**src/rtl/olist_pkg.sv**
```systemverilog
// Shared types and constants for the ordered list unit.
package olist_pkg;

    localparam int LIST_DEPTH_DEF = 16;
    localparam int KEY_W          = 32;

    typedef enum logic [1:0] {
        CMD_INSERT = 2'd0,
        CMD_SEARCH = 2'd1,
        CMD_REMOVE = 2'd2,
        CMD_DUMP   = 2'd3
    } t_cmd;

    typedef enum logic [1:0] {
        ST_DONE      = 2'd0,
        ST_NOT_FOUND = 2'd1,
        ST_FULL      = 2'd2
    } t_status;

    typedef enum logic [2:0] {
        S_IDLE,
        S_SCAN,
        S_SHIFT,
        S_DUMP_LD,
        S_OUT
    } t_state;

endpackage

```
**src/rtl/ordered_list_insert_search_remove_unit.sv**
```systemverilog
// Ordered list unit: insertion-ordered list with insert, search, remove and dump.
// Insert: result in the cycle after the request. Search: scan entries in order.
// Remove: scan as search, then shift every later entry down by one place.
// Dump: S_DUMP_LD loads the first entry; then one per cycle while i_out_ready.
// One request at a time; the next is taken once the last result is delivered.
// Synchronous active-low reset empties the list; no clearing pass over storage.
module ordered_list_insert_search_remove_unit #(
    parameter int LIST_DEPTH = olist_pkg::LIST_DEPTH_DEF
) (
    input  logic               i_clk,
    input  logic               i_rst_n,
    input  logic               i_in_valid,
    output logic               o_in_ready,
    input  logic [1:0]         i_command,
    input  logic signed [31:0] i_key_value,
    output logic               o_out_valid,
    input  logic               i_out_ready,
    output logic [1:0]         o_status,
    output logic signed [31:0] o_entry_value,
    output logic               o_entry_valid,
    output logic               o_last_result
);
    import olist_pkg::*;

    localparam int AW = $clog2(LIST_DEPTH);
    localparam int CW = $clog2(LIST_DEPTH + 1);

    logic             mem_we;
    logic [AW-1:0]    mem_waddr;
    logic [KEY_W-1:0] mem_wdata;
    logic [AW-1:0]    mem_raddr;
    logic [KEY_W-1:0] mem_rdata;
    logic [KEY_W-1:0] entry_value;

    olist_mem #(
        .LIST_DEPTH (LIST_DEPTH),
        .AW         (AW)
    ) u_mem (
        .i_clk   (i_clk),
        .i_we    (mem_we),
        .i_waddr (mem_waddr),
        .i_wdata (mem_wdata),
        .i_raddr (mem_raddr),
        .o_rdata (mem_rdata)
    );

    olist_ctrl #(
        .LIST_DEPTH (LIST_DEPTH),
        .AW         (AW),
        .CW         (CW)
    ) u_ctrl (
        .i_clk         (i_clk),
        .i_rst_n       (i_rst_n),
        .i_in_valid    (i_in_valid),
        .o_in_ready    (o_in_ready),
        .i_command     (i_command),
        .i_key_value   (i_key_value),
        .o_out_valid   (o_out_valid),
        .i_out_ready   (i_out_ready),
        .o_status      (o_status),
        .o_entry_value (entry_value),
        .o_entry_valid (o_entry_valid),
        .o_last_result (o_last_result),
        .o_mem_we      (mem_we),
        .o_mem_waddr   (mem_waddr),
        .o_mem_wdata   (mem_wdata),
        .o_mem_raddr   (mem_raddr),
        .i_mem_rdata   (mem_rdata)
    );

    assign o_entry_value = signed'(entry_value);

endmodule

```
**src/rtl/olist_mem.sv**
```systemverilog
// Entry storage: one write port, one read port with registered read data.
module olist_mem #(
    parameter int LIST_DEPTH = olist_pkg::LIST_DEPTH_DEF,
    parameter int AW         = $clog2(LIST_DEPTH)
) (
    input  logic                           i_clk,
    input  logic                           i_we,
    input  logic [AW-1:0]                  i_waddr,
    input  logic [olist_pkg::KEY_W-1:0]    i_wdata,
    input  logic [AW-1:0]                  i_raddr,
    output logic [olist_pkg::KEY_W-1:0]    o_rdata
);
    import olist_pkg::*;

    logic [KEY_W-1:0] r_mem [LIST_DEPTH];
    logic [KEY_W-1:0] r_rdata;

    always_ff @(posedge i_clk) begin
        if (i_we) begin
            r_mem[i_waddr] <= i_wdata;
        end
        r_rdata <= r_mem[i_raddr];
    end

    assign o_rdata = r_rdata;

endmodule

```
**src/rtl/olist_ctrl.sv**
```systemverilog
// Sequencer with shared key compare: scan, shift-down, dump and result register.
module olist_ctrl #(
    parameter int LIST_DEPTH = olist_pkg::LIST_DEPTH_DEF,
    parameter int AW         = $clog2(LIST_DEPTH),
    parameter int CW         = $clog2(LIST_DEPTH + 1)
) (
    input  logic                           i_clk,
    input  logic                           i_rst_n,
    input  logic                           i_in_valid,
    output logic                           o_in_ready,
    input  logic [1:0]                     i_command,
    input  logic [olist_pkg::KEY_W-1:0]    i_key_value,
    output logic                           o_out_valid,
    input  logic                           i_out_ready,
    output logic [1:0]                     o_status,
    output logic [olist_pkg::KEY_W-1:0]    o_entry_value,
    output logic                           o_entry_valid,
    output logic                           o_last_result,
    output logic                           o_mem_we,
    output logic [AW-1:0]                  o_mem_waddr,
    output logic [olist_pkg::KEY_W-1:0]    o_mem_wdata,
    output logic [AW-1:0]                  o_mem_raddr,
    input  logic [olist_pkg::KEY_W-1:0]    i_mem_rdata
);
    import olist_pkg::*;

    t_state           r_state, n_state;
    t_cmd             r_cmd, n_cmd;
    logic [KEY_W-1:0] r_key, n_key;
    logic [CW-1:0]    r_cnt, n_cnt;
    logic [CW-1:0]    r_ptr, n_ptr;
    logic             r_dv, n_dv;
    logic [AW-1:0]    r_eidx, n_eidx;
    logic             r_ov, n_ov;
    t_status          r_st, n_st;
    logic [KEY_W-1:0] r_val, n_val;
    logic             r_evld, n_evld;
    logic             r_last, n_last;
    logic             hit;
    logic [CW-1:0]    last_idx;
    logic [CW-1:0]    ptr_nx;

    assign hit      = r_dv && (i_mem_rdata == r_key);
    assign last_idx = r_cnt - CW'(1);
    assign ptr_nx   = r_ptr + CW'(1);

    always_ff @(posedge i_clk) begin
        if (!i_rst_n) begin
            r_state <= S_IDLE;
            r_cnt   <= '0;
            r_dv    <= 1'b0;
            r_ov    <= 1'b0;
        end else begin
            r_state <= n_state;
            r_cnt   <= n_cnt;
            r_dv    <= n_dv;
            r_ov    <= n_ov;
        end
        r_cmd  <= n_cmd;
        r_key  <= n_key;
        r_ptr  <= n_ptr;
        r_eidx <= n_eidx;
        r_st   <= n_st;
        r_val  <= n_val;
        r_evld <= n_evld;
        r_last <= n_last;
    end

    always_comb begin
        n_state     = r_state;
        n_cmd       = r_cmd;
        n_key       = r_key;
        n_cnt       = r_cnt;
        n_ptr       = r_ptr;
        n_dv        = r_dv;
        n_eidx      = r_eidx;
        n_ov        = r_ov;
        n_st        = r_st;
        n_val       = r_val;
        n_evld      = r_evld;
        n_last      = r_last;
        o_in_ready  = 1'b0;
        o_mem_we    = 1'b0;
        o_mem_waddr = r_cnt[AW-1:0];
        o_mem_wdata = i_key_value;
        o_mem_raddr = '0;

        unique case (r_state)
            S_IDLE: begin
                o_in_ready = 1'b1;
                if (i_in_valid) begin
                    n_cmd  = t_cmd'(i_command);
                    n_key  = i_key_value;
                    n_ptr  = '0;
                    n_dv   = 1'b0;
                    n_val  = '0;
                    n_evld = 1'b0;
                    n_last = 1'b1;
                    n_st   = ST_DONE;
                    unique case (t_cmd'(i_command))
                        CMD_INSERT: begin
                            if (r_cnt == CW'(LIST_DEPTH)) begin
                                n_st = ST_FULL;
                            end else begin
                                o_mem_we = 1'b1;
                                n_cnt    = r_cnt + CW'(1);
                            end
                            n_ov    = 1'b1;
                            n_state = S_OUT;
                        end
                        CMD_SEARCH, CMD_REMOVE: begin
                            n_state = S_SCAN;
                        end
                        CMD_DUMP: begin
                            if (r_cnt == '0) begin
                                n_ov    = 1'b1;
                                n_state = S_OUT;
                            end else begin
                                n_state = S_DUMP_LD;
                            end
                        end
                    endcase
                end
            end
            S_SCAN: begin
                o_mem_raddr = r_ptr[AW-1:0];
                if (hit) begin
                    if (r_cmd == CMD_REMOVE) begin
                        n_ptr   = CW'(r_eidx) + CW'(1);
                        n_dv    = 1'b0;
                        n_state = S_SHIFT;
                    end else begin
                        n_st    = ST_DONE;
                        n_ov    = 1'b1;
                        n_state = S_OUT;
                    end
                end else if (r_ptr < r_cnt) begin
                    n_dv   = 1'b1;
                    n_eidx = r_ptr[AW-1:0];
                    n_ptr  = ptr_nx;
                end else begin
                    n_dv = 1'b0;
                    if (!r_dv) begin
                        n_st    = ST_NOT_FOUND;
                        n_ov    = 1'b1;
                        n_state = S_OUT;
                    end
                end
            end
            S_SHIFT: begin
                o_mem_raddr = r_ptr[AW-1:0];
                if (r_dv) begin
                    o_mem_we    = 1'b1;
                    o_mem_waddr = r_eidx - AW'(1);
                    o_mem_wdata = i_mem_rdata;
                end
                if (r_ptr < r_cnt) begin
                    n_dv   = 1'b1;
                    n_eidx = r_ptr[AW-1:0];
                    n_ptr  = ptr_nx;
                end else begin
                    n_dv = 1'b0;
                    if (!r_dv) begin
                        n_cnt   = r_cnt - CW'(1);
                        n_st    = ST_DONE;
                        n_ov    = 1'b1;
                        n_state = S_OUT;
                    end
                end
            end
            S_DUMP_LD: begin
                n_val       = i_mem_rdata;
                n_evld      = 1'b1;
                n_st        = ST_DONE;
                n_last      = (r_ptr == last_idx);
                n_ov        = 1'b1;
                n_state     = S_OUT;
                o_mem_raddr = ptr_nx[AW-1:0];
            end
            S_OUT: begin
                if (i_out_ready) begin
                    if (r_evld && !r_last) begin
                        n_ptr  = ptr_nx;
                        n_val  = i_mem_rdata;
                        n_last = (ptr_nx == last_idx);
                    end else begin
                        n_ov    = 1'b0;
                        n_state = S_IDLE;
                    end
                end
                o_mem_raddr = n_ptr[AW-1:0] + AW'(1);
            end
            default: begin
                n_state = S_IDLE;
                n_ov    = 1'b0;
            end
        endcase
    end

    assign o_out_valid   = r_ov;
    assign o_status      = r_st;
    assign o_entry_value = r_val;
    assign o_entry_valid = r_evld;
    assign o_last_result = r_last;

endmodule
```
**config.mk**
```make
export PLATFORM = sky130hd
export DESIGN_NAME = ordered_list_insert_search_remove_unit
export DESIGN_NICKNAME = d
export VERILOG_FILES = /design/src/rtl/olist_pkg.sv /design/src/rtl/ordered_list_insert_search_remove_unit.sv /design/src/rtl/olist_mem.sv /design/src/rtl/olist_ctrl.sv
export SDC_FILE = /design/constraint.sdc
export NUM_CORES = 1
export LEC_CHECK = 0
export BUFFER_PORTS_ARGS = -buffer_cell sky130_fd_sc_hd__buf_2
export CORE_MARGIN = 3
export CORE_UTILIZATION = 55
export CTS_CLUSTER_DIAMETER = 150
export DETAILED_ROUTE_END_ITERATION = 6
export GPL_TIMING_DRIVEN = 0
export HOLD_SLACK_MARGIN = 0.03
export PLACE_DENSITY_LB_ADDON = 0.15
export SYNTH_ARGS = -nofsm -noshare
export SYNTH_HDL_FRONTEND = slang
export SYNTH_HIERARCHICAL = 1
export SYNTH_SLANG_ARGS = --single-unit
```
**constraint.sdc**
```tcl
create_clock -name i_clk -period 4.6 [get_ports i_clk]
set_input_delay 0.23 -clock i_clk [delete_from_list [all_inputs] [get_ports i_clk]]
set_output_delay 0.23 -clock i_clk [all_outputs]
set_load 0.02 [all_outputs]
```
== After elaboration in Yosys (flattened, before gate mapping) ==
Memory sizes are Yosys's and may differ from the RTL's. A register that Yosys moved wholly into a read port is not among the register bits.
Cells that the tools add are included.

* Bits in registers: 89
* Memories kept: 1
* RAM bits: 512

{| class="wikitable"
|+ Memories
! memory !! depth !! bits a word !! rd ports !! clocked after memory_dff !! write ports !! RTL line !! RTL
|-
| u_mem.r_mem || 16 || 32 || 1 || 1 || 1 || olist_mem.sv:15 || <nowiki>logic [KEY_W-1:0] r_mem [LIST_DEPTH];</nowiki>
|}

* Magnitude comparators: 1
* Add/sub/neg operators: 6
* Equal/unequal tests: 27
* Muxes and demuxes: 74
* Reduce and logical (&&, ||, !) cells: 26

{| class="wikitable"
|+ Operator list
! operator !! number
|-
| $mux 32 || 5
|-
| $pmux 32 s3 || 1
|-
| $mux 5 || 12
|-
| $eq 32x32->1 || 1
|-
| $mux 3 || 8
|-
| $mux 1 || 22
|-
| $pmux 5 s4 || 1
|-
| $mux 2 || 9
|-
| $mux 4 || 4
|-
| $ne 2x2->1 const B || 8
|-
| $pmux 3 s5 || 1
|-
| $ne 3x3->1 const B || 4
|-
| $pmux 4 s3 || 1
|-
| $reduce_and 6->1 || 2
|-
| $add 5x1->5 const B || 2
|-
| $eq 5x5->1 || 2
|-
| $pmux 5 s2 || 1
|-
| $pmux 3 s3 || 1
|-
| $reduce_and 3->1 || 3
|-
| $pmux 2 s4 || 1
|-
| $pmux 4 s2 || 1
|-
| $reduce_bool 4->1 || 2
|-
| $reduce_and 7->1 || 1
|-
| $eq 2x2->1 const B || 3
|-
| other kinds (26) || 38
|}

== Logic depth before layout (Yosys ltp) ==
Gate-level depths: netlist of run 1.

* Depth after elaboration: 7
* Gate-level depth with buffers: 14

== By module ==
Netlist of run 1, hierarchy kept.

{| class="wikitable"
|+ Modules (own cells, without submodules)
! module !! sequential area each (um2) !! cells each !! area an instance (um2) !! instances
|-
| olist_mem || 16,015.4 || 838 || 19,835.3 || 1
|-
| olist_ctrl || 2,572.5 || 455 || 5,177.5 || 1
|}

== Least setup slack after synthesis of run 1 ==
OpenSTA, ideal clock, no wires.

* Path type: register -> register
* From: reg u_ctrl.r_state[1]
* To: mem u_mem.r_mem[0][0], enable pin
* Cell stages (with the launch flop): 8
* Arrival: 4.135 ns
* Buffers on the path: 3
* Path slack: 0.004 ns
* Library setup time: 0.461 ns
* Period minus slack after synthesis: 4.596 ns
* Required time: 4.139 ns
* Cells stage by stage: dfxtp_1 > clkbuf_1 > and3_1 > clkbuf_1 > clkbuf_1 > o21ai_0 > or3b_2 > nor3_1

* Elaborated cells on any way between the ends: 6
* Classes of those cells: eq/ne (1); mux (4); reduce/logical (1)

{| class="wikitable"
|+ RTL lines
! element !! RTL line !! RTL
|-
| start, declared || olist_ctrl.sv:27 || <nowiki>t_state r_state, n_state;</nowiki>
|-
| start signal, assigned || olist_ctrl.sv:54 || <nowiki>r_state <= n_state;</nowiki>
|-
| $eq 3x2->1 || olist_ctrl.sv:88 || <nowiki>unique case (r_state)</nowiki>
|-
| $mux 4 || olist_ctrl.sv:88 ||
|-
| net mem_waddr[2] || ordered_list_insert_search_remove_unit.sv:29 || <nowiki>logic [AW-1:0] mem_waddr;</nowiki>
|-
| end, declared || olist_mem.sv:15 ||
|}

The timed path passes the listed nets, and every way through them passes these cells.

== Worst setup path after layout of run 1 ==
* From: reg u_ctrl.r_state[1]
* To: mem u_mem.r_mem[15][17], enable pin

The elaborated chain is that of the path after synthesis.

==> metrics.md, run 1 <==
| Metric | Value |
|---|---|
| Top delay family on crit path | simple AND/OR/NAND/NOR gates |
| Commonest non-fill, non-tap cell in the layout | edfxtp_1 |
| Top FF cell, synth | edfxtp_1 |
| Routed WL | ~60 mm |
| Total CTS buffers | 61 |
| Die X | between 200 and 250 um |
| Net Count, Synth | between 1000 and 1500 |
| Dpl cell area | 0.0267 mm2 |
| Overall Power | around 14 mW |
| DR DRC count | 0 |
| Worst path bufs/invs | 4 |
| Total core area | ~0.045 mm2 |
| DP HPWL | 38.7 mm |
| Min Clock Period, post-route | around 4.2 ns |
| Worst setup path class | reg2reg |
| WL/cell | 28.3 um |
| Most frequent cells in the layout | 591 x edfxtp_1, 128 x mux4_2, 91 x buf_2, 65 x a22oi_1, 62 x clkbuf_16 |
| Largest fanout on the critical path | 18 |
| Later-pin clock latency in the skew report | 0.62 ns |
| Clock sink total | ~630 |
| Bufs on Longest Clock Path | 3 |
| CP max stage delay | around 0.80 ns |
| Final Max Slew Viols | 0 |
| Cell-by-cell listing of the critical path | clkbuf_1 -> and3_1 -> clkbuf_1 -> clkbuf_1 -> nor2_1 -> a21oi_1 -> nand2_1 -> nor2_4 -> buf_12 |
| Cell internal pwr | 10.3 mW |
| Flop pwr share | around 49% |
| CP required | ~4.9 ns |
| CP Data Arrival Time | about 4.5 ns |
| Setup crit start kind | register |
| Antenna Nets Post-Route | 0 |
| H-tree Lvls | 2 |
| Post-route cell area | 0.0291 mm2 |
| Avg Cell Area, Syn | 19.3 um2 |
| FF-to-FF path depth | 9 |
| CP max stage cell | nor2_4 |
| Vias per Instance | slightly above 6 |
| Clock transition at path regs | 0.06 ns |
| Remaining global-route overflow | 0 |
| Number of global-route vias before repair | between 10000 and 15000 |
| Final setup viols | 0 |
| Post-synth EDFFs | 591 |
| Area delta synth->final | 16.4% |
| Async set-reset flop share out of synthesis | 0% |
| Drt first pass iters | 5 |
| Layout Cells excl Fill | around 2100 |
| Sequential fraction of the synthesis area | between 70% and 80% |
| Period utilization | slightly above 90% |
| Status | finished, final reports clean |
| Initial DRC count | between 1500 and 2000 |
| YS warnings | 6 |
| Cells after synthesis | 1293 |
| Mapped Area | 0.0250 mm2 |
| Fin nets | between 1500 and 2000 |
| Global-route wire length before repair | between 80 and 90 mm |
| TritonCTS clock tree | built |
| Share of post-route cells with drive strength above 1 | approximately 27% |
| Die area | approximately 0.048 mm2 |
| Logic pwr share | approximately 16% |
| P per Cell Area | about 480 mW/mm2 |
| Worst relative slew slack | roughly 32% |
| Row count | 77 |
| WP depth | 9 |
| Clock share of power | a little over a third |
| Root buf cell | clkbuf_16 |
| Final core occ | about two thirds |
| Worst ir drop on vdd | 310 uV |
| Post_cts resized | 0 |
| Worst Max-Slew Pin Slew | between 1 and 1.5 ns |
| Fmax | about 240 MHz |
| P_leak | around 9.5 nW |
| Via count | roughly 13000 |
| DIE HEIGHT | 219 um |
| Hold crit path type | in2reg |
| Psw | 3.54 mW |
| Setup TNS | 0 ns |
| Clk_skew | ~0.018 ns |
| RSZ-0062 raised after global routing | false |
| Switch share | approximately a quarter |
| Final hold viol count | 0 |
| Synth cell types | 59 |
| Hold Path Cell Cnt | 3 |
| Placed Instances | approximately 2000 |
| Largest net degree at the start of global routing | 23 |
| GPL Wtd Cong | roughly 0.87 |
| Port Buffers | 75 |
| Max Cap Viol | 0 |
| Element type at the critical path end | register |
| Initial cell density of the core | a little under three fifths |
| Yosys reg bits | 633 |
| Initial antenna violation count | 1 |
| Most frequent CP cell | clkbuf_1 |
| I/O pins | 76 |
| Tot GR Track Use | between 20% and 30% |
## worst paths after layout
check,startpoint,endpoint,slack [ns]
setup / recovery,u_ctrl/r_state[1],u_mem/r_mem[15][17],0.37
hold / removal,i_in_valid,u_ctrl/o_entry_valid,0.08
setup reg to reg,u_ctrl/r_state[1],u_mem/r_mem[15][17],0.37
hold reg to reg,u_ctrl/r_ptr[0],u_ctrl/r_eidx[0],0.52
## through the flow
stage | hold slack [ns] | setup WS [ns]
2_1_floorplan | 0.329 | 0.00420
3_3_place_gp | 0.422 | -3.55
3_5_place_dp | 0.423 | 0.532
4_1_cts | 0.0497 | 0.478
5_1_grt | 0.0711 | 0.271
6_report | 0.0810 | 0.372
## flip-flops by register name (all words and copies together) (netlist names), 3 cells and up
| signal | flops |
|---|---|
| u_ctrl/r_state | 3 |
| u_mem/r_mem | 512 |
| u_mem/o_rdata | 32 |
| u_ctrl/o_entry_value | 32 |
| u_ctrl/r_key | 32 |
| u_ctrl/r_eidx | 4 |
| u_ctrl/r_ptr | 5 |
| u_ctrl/r_cnt | 5 |
## layout make-up
| cell class | instances | area, um2 |
|---|---|---|
| Sequential cell | 633 | 18600 |
| Clock inverter | 29 | 255 |
| Fill cell | 3011 | 15500 |
| Timing Repair Buffer | 141 | 1210 |
| Tap cell | 592 | 741 |
| Antenna cell | 1 | 2.50 |
| Clock buffer | 86 | 1770 |
| Multi-Input combinational cell | 576 | 6180 |
| Inverter | 20 | 75.1 |
| Buffer | 64 | 298 |
## repair_timing
action / CTS / global route
buffers inserted: 0 / 0
hold buffers: 35 / 0
hold endpoints to repair: 40 / 0
## power by group through the flow
stage	clock, mW	combinational, mW	sequential [mW]
6_report	4.97	2.15	6.77
3_5_place_dp	0	2.12	6.89
3_3_place_gp	0	2.06	6.89
5_1_grt	5.28	2.30	6.80
2_1_floorplan	0	1.33	6.90
4_1_cts	5.05	2.16	6.77
## tightest hold or removal path, stage by stage
cell and delay, ns:
buf_2 0.13, nand2_1 0.11, nand2_1 0.10
## cell families after synthesis
family,share of synthesized area [%]
AOI/OAI and AO/OA,3.74
and+or+nand+nor,4.19
xor gates and xnor gates,2.28
DFF,74.3
adders and majority gates,0.650
muxes,13.3
buffers and inverters,1.49
## per-layer routing
metal / vias up / share of wire (%) / global-route usage [%]
li1: 5639 / - / -
met1: 6914 / 41 / 37.7
met2: 634 / 47 / 40.7
met3: 101 / 8.6 / 4.61
met4: 0 / 2.8 / 8.23
met5: - / 0 / 0
## cell usage after synthesis (6+ instances only)
| cell type | instances | area share, % |
|---|---|---|
| mux2i_1 | 6 | 0.24 |
| buf_1 | 12 | 0.18 |
| edfxtp_1 | 591 | 71 |
| buf_4 | 10 | 0.30 |
| nand2_1 | 60 | 0.90 |
| xnor2_1 | 50 | 1.8 |
| ha_1 | 13 | 0.65 |
| a21oi_1 | 16 | 0.32 |
| mux4_2 | 128 | 12 |
| and2_1 | 35 | 0.88 |
| nand4_1 | 8 | 0.20 |
| xor2_1 | 15 | 0.53 |
| nor2_1 | 32 | 0.48 |
| clkbuf_1 | 26 | 0.39 |
| buf_2 | 16 | 0.32 |
| dfxtp_1 | 42 | 3.4 |
| nand2b_1 | 6 | 0.15 |
| nand3_1 | 8 | 0.16 |
| o22ai_1 | 6 | 0.15 |
| inv_1 | 20 | 0.30 |
| o21ai_0 | 15 | 0.30 |
| a22oi_1 | 65 | 2.0 |
| nor3_1 | 17 | 0.34 |
| mux2_2 | 35 | 1.6 |
No activity file was read; power rests on OpenSTA's default activity.
==> run 2, diff against run 1 <==
==> constraint.sdc (replaced) <==
create_clock -name i_clk -period 4.6 [get_ports i_clk]
set_input_delay 0.46 -clock i_clk [delete_from_list [all_inputs] [get_ports i_clk]]
set_output_delay 0.46 -clock i_clk [all_outputs]
set_load 0.02 [all_outputs]
==> run 2 against run 1 <==
  * Via count down 0.20%
  * Non-clock buffer count is 11 lower
  * Combinational power hardly changed
  * Worst hold slack got worse by 0.026 ns
  * Flip-flop and latch count is the same
  * Sequential share of layout area up 0.24 points
  * Total power hardly changed
  * Global-route usage barely moved
  * Critical path type unchanged
  * Critical endpoint unchanged
  * Largest cell class unchanged
  * Largest power group unchanged
==> metrics.md, run 2 (same netlist as run 1, synthesis figures left out) <==
| Metric | Value |
|---|---|
| Layout fillers | 3022 (was 3011) |
| Final Max Slew Viols | 0 (unchanged) |
| Global-route wire length before repair | 88.3 mm (was 88.4 mm) |
| CP Data Arrival Time | 4.52 ns (was 4.54 ns) |
| P_leak | 9.49 nW (was 9.54 nW) |
| Port Buffers | 75 (unchanged) |
| Clk_skew | 0.0185 ns (was 0.0176 ns) |
| Fin nets | 1537 (was 1548) |
| Top reg by flops | u_mem/r_mem (unchanged) |
| DP HPWL | 38.7 mm (unchanged) |
| Antenna Nets Post-Route | 0 (unchanged) |
| Register Area | 0.0186 mm2 (unchanged) |
| H-tree Lvls | 2 (unchanged) |
| Die area | 0.0481 mm2 (unchanged) |
| Worst ir drop on vdd | 310 uV (about the same) |
| Area delta synth->final | 16.0% (was 16.4%) |
| DR DRC count | 0 (unchanged) |
| Hold crit path type | in2reg (unchanged) |
| DIE HEIGHT | 219 um (unchanged) |
| Setup crit start kind | register (unchanged) |
| Tot GR Track Use | 25.9% (about the same) |
| Largest net degree at the start of global routing | 23 (unchanged) |
| Layout Cells excl Fill | 2131 (was 2142) |
| Largest fanout on the critical path | 18 (unchanged) |
| Flop pwr share | 48.7% (about the same) |
| Dpl cell area | 0.0267 mm2 (unchanged) |
| Initial cell density of the core | 56.1% (unchanged) |
| Final hold viol count | 0 (unchanged) |
| Placed Instances | 1991 (unchanged) |
| Root buf cell | clkbuf_16 (unchanged) |
| Hold Path Cell Cnt | 1 (was 3) |
| Bufs on Longest Clock Path | 3 (unchanged) |
| Drt first pass iters | 5 (unchanged) |
| TritonCTS clock tree | built (unchanged) |
| Cell internal pwr | 10.3 mW (about the same) |
| CP required | 4.91 ns (about the same) |
| Total CTS buffers | 61 (unchanged) |
| Remaining global-route overflow | 0 (unchanged) |
| Via count | 13300 (about the same) |
| Worst setup path class | reg2reg (unchanged) |
| Clock transition at path regs | 0.06 ns (about the same) |
| Row count | 77 (unchanged) |
| Status | finished, final reports clean (unchanged) |
| Routed WL | 60.8 mm (was 60.7 mm) |
| Share of post-route cells with drive strength above 1 | 27.5% (was 27.3%) |
| Worst relative slew slack | 30.4% (was 32.2%) |
| Number of global-route vias before repair | 13100 (about the same) |
| Largest register FFs | 512 (unchanged) |
| Post_cts resized | 0 (unchanged) |
| Hold Path Sink | u_ctrl/r_key[5] (was u_ctrl/o_entry_valid) |
| Most frequent cells in the layout | 591 x edfxtp_1, 128 x mux4_2, 91 x buf_2, 65 x a22oi_1, 62 x clkbuf_16 (unchanged) |
| Overall Power | 13.9 mW (about the same) |
| Final setup viols | 0 (unchanged) |
| WL/cell | 28.5 um (was 28.3 um) |
| Critical R2R Capture | u_mem/r_mem[15][17] (unchanged) |
| Total core area | 0.0446 mm2 (unchanged) |
| Max Cap Viol | 0 (unchanged) |
| Switch share | 25.6% (was 25.5%) |
| P per Cell Area | 479 mW/mm2 (was 477 mW/mm2) |
| RSZ-0062 raised after global routing | false (unchanged) |
| Final Hold Slack | 0.0546 ns (was 0.0810 ns) |
| Die X | 219 um (unchanged) |
| GPL Wtd Cong | 0.866 (unchanged) |
| Fmax | 238 MHz (was 237 MHz) |
| Worst r2r src | u_ctrl/r_state[1] (unchanged) |
| Post-CTS Setup Inserts | 0 (unchanged) |
| Initial antenna violation count | 1 (unchanged) |
| Vias per Instance | 6.22 (was 6.20) |
| Clock share of power | 35.8% (about the same) |
| Period utilization | 91.5% (was 91.9%) |
| Multi-input gate area | 0.00618 mm2 (unchanged) |
| Initial DRC count | 1491 (was 1568) |
| Flop-to-flop setup slack | 0.39 ns (was 0.37 ns) |
| Commonest non-fill, non-tap cell in the layout | edfxtp_1 (unchanged) |
| Worst Max-Slew Pin Slew | 1.04 ns (was 1.02 ns) |
| FF-to-FF path depth | 9 (unchanged) |
| I/O pins | 76 (unchanged) |
| Hold path start | i_key_value[5] (was i_in_valid) |
| Clock sink total | 633 (unchanged) |
| Psw | 3.55 mW (was 3.54 mW) |
| Later-pin clock latency in the skew report | 0.62 ns (about the same) |
| Logic pwr share | 15.5% (about the same) |
| Min Clock Period, post-route | 4.21 ns (was 4.23 ns) |
| Post-route cell area | 0.0290 mm2 (was 0.0291 mm2) |
| Cts hold-fix bufs | 24 (was 35) |
| Element type at the critical path end | register (unchanged) |
-- run 2: cell count changes in the layout (fill, tap and decap cells not counted) --
cell           delta
dlygate4sd3_1    -11
-- run 2: final cells by class --
class / count / area share, %
Tap cell: 592 / 2.55
Clock inverter: 29 / 0.880
Timing Repair Buffer: 130 / 3.79
Sequential cell: 633 / 64.1
Buffer: 64 / 1.03
Multi-Input combinational cell: 576 / 21.3
Clock buffer: 86 / 6.11
Antenna cell: 1 / 0.00863
Inverter: 20 / 0.259
-- run 2: how the worst max path moves through the flow --
stage / startpoint / to / cells after the start
3_5_place_dp: u_ctrl/r_state[1] / u_mem/r_mem[15][20] / 9
2_1_floorplan: u_ctrl/r_state[1] / u_mem/r_mem[0][0] / 7
6_report: u_ctrl/r_state[1] / u_mem/r_mem[15][17] / 9
4_1_cts: u_ctrl/r_state[1] / u_mem/r_mem[15][11] / 9
5_1_grt: u_ctrl/r_state[1] / u_mem/r_mem[15][17] / 9
3_3_place_gp: u_ctrl/r_state[1] / u_mem/r_mem[0][15] / 7
-- run 2: per-layer routing --
layer,global-route usage (%),vias to the layer above,share of wire (%),routed length [um]
met5,0,-,0,0
met4,8.17,0,2.7,1640
met3,4.60,95,8.4,5090
met2,40.7,633,48,29000
met1,37.7,6921,41,25000
li1,-,5613,-,-
-- run 2: power by group through the flow --
stage	clock (mW)	combinational (mW)	sequential [mW]
after floorplan	0	1.33	6.90
after global placement	0	2.06	6.89
after detailed placement	0	2.12	6.89
after CTS	5.05	2.15	6.77
after global routing	5.28	2.29	6.80
final	4.98	2.15	6.77
-- run 2: worst max-delay path, cell delays in order, from the launching register on --
cell and delay [ns]:
dfxtp_1 0.37, clkbuf_1 0.40, and3_1 0.29, clkbuf_1 0.35, clkbuf_1 0.36, nor2_1 0.08
a21oi_1 0.54, nand2_1 0.42, nor2_4 0.79, buf_12 0.27
-- run 2: metrics by stage --
| stage | setup slack (ns) | setup TNS [ns] | utilization, % |
|---|---|---|---|
| CTS | 0.478 | 0 | 65.0 |
| global route | 0.271 | 0 | 65.0 |
| global placement | -3.55 | -998.69 | 58.6 |
| floorplan | 0.00420 | 0 | - |
| detailed placement | 0.532 | 0 | 59.9 |
| finish | 0.390 | 0 | 65.0 |
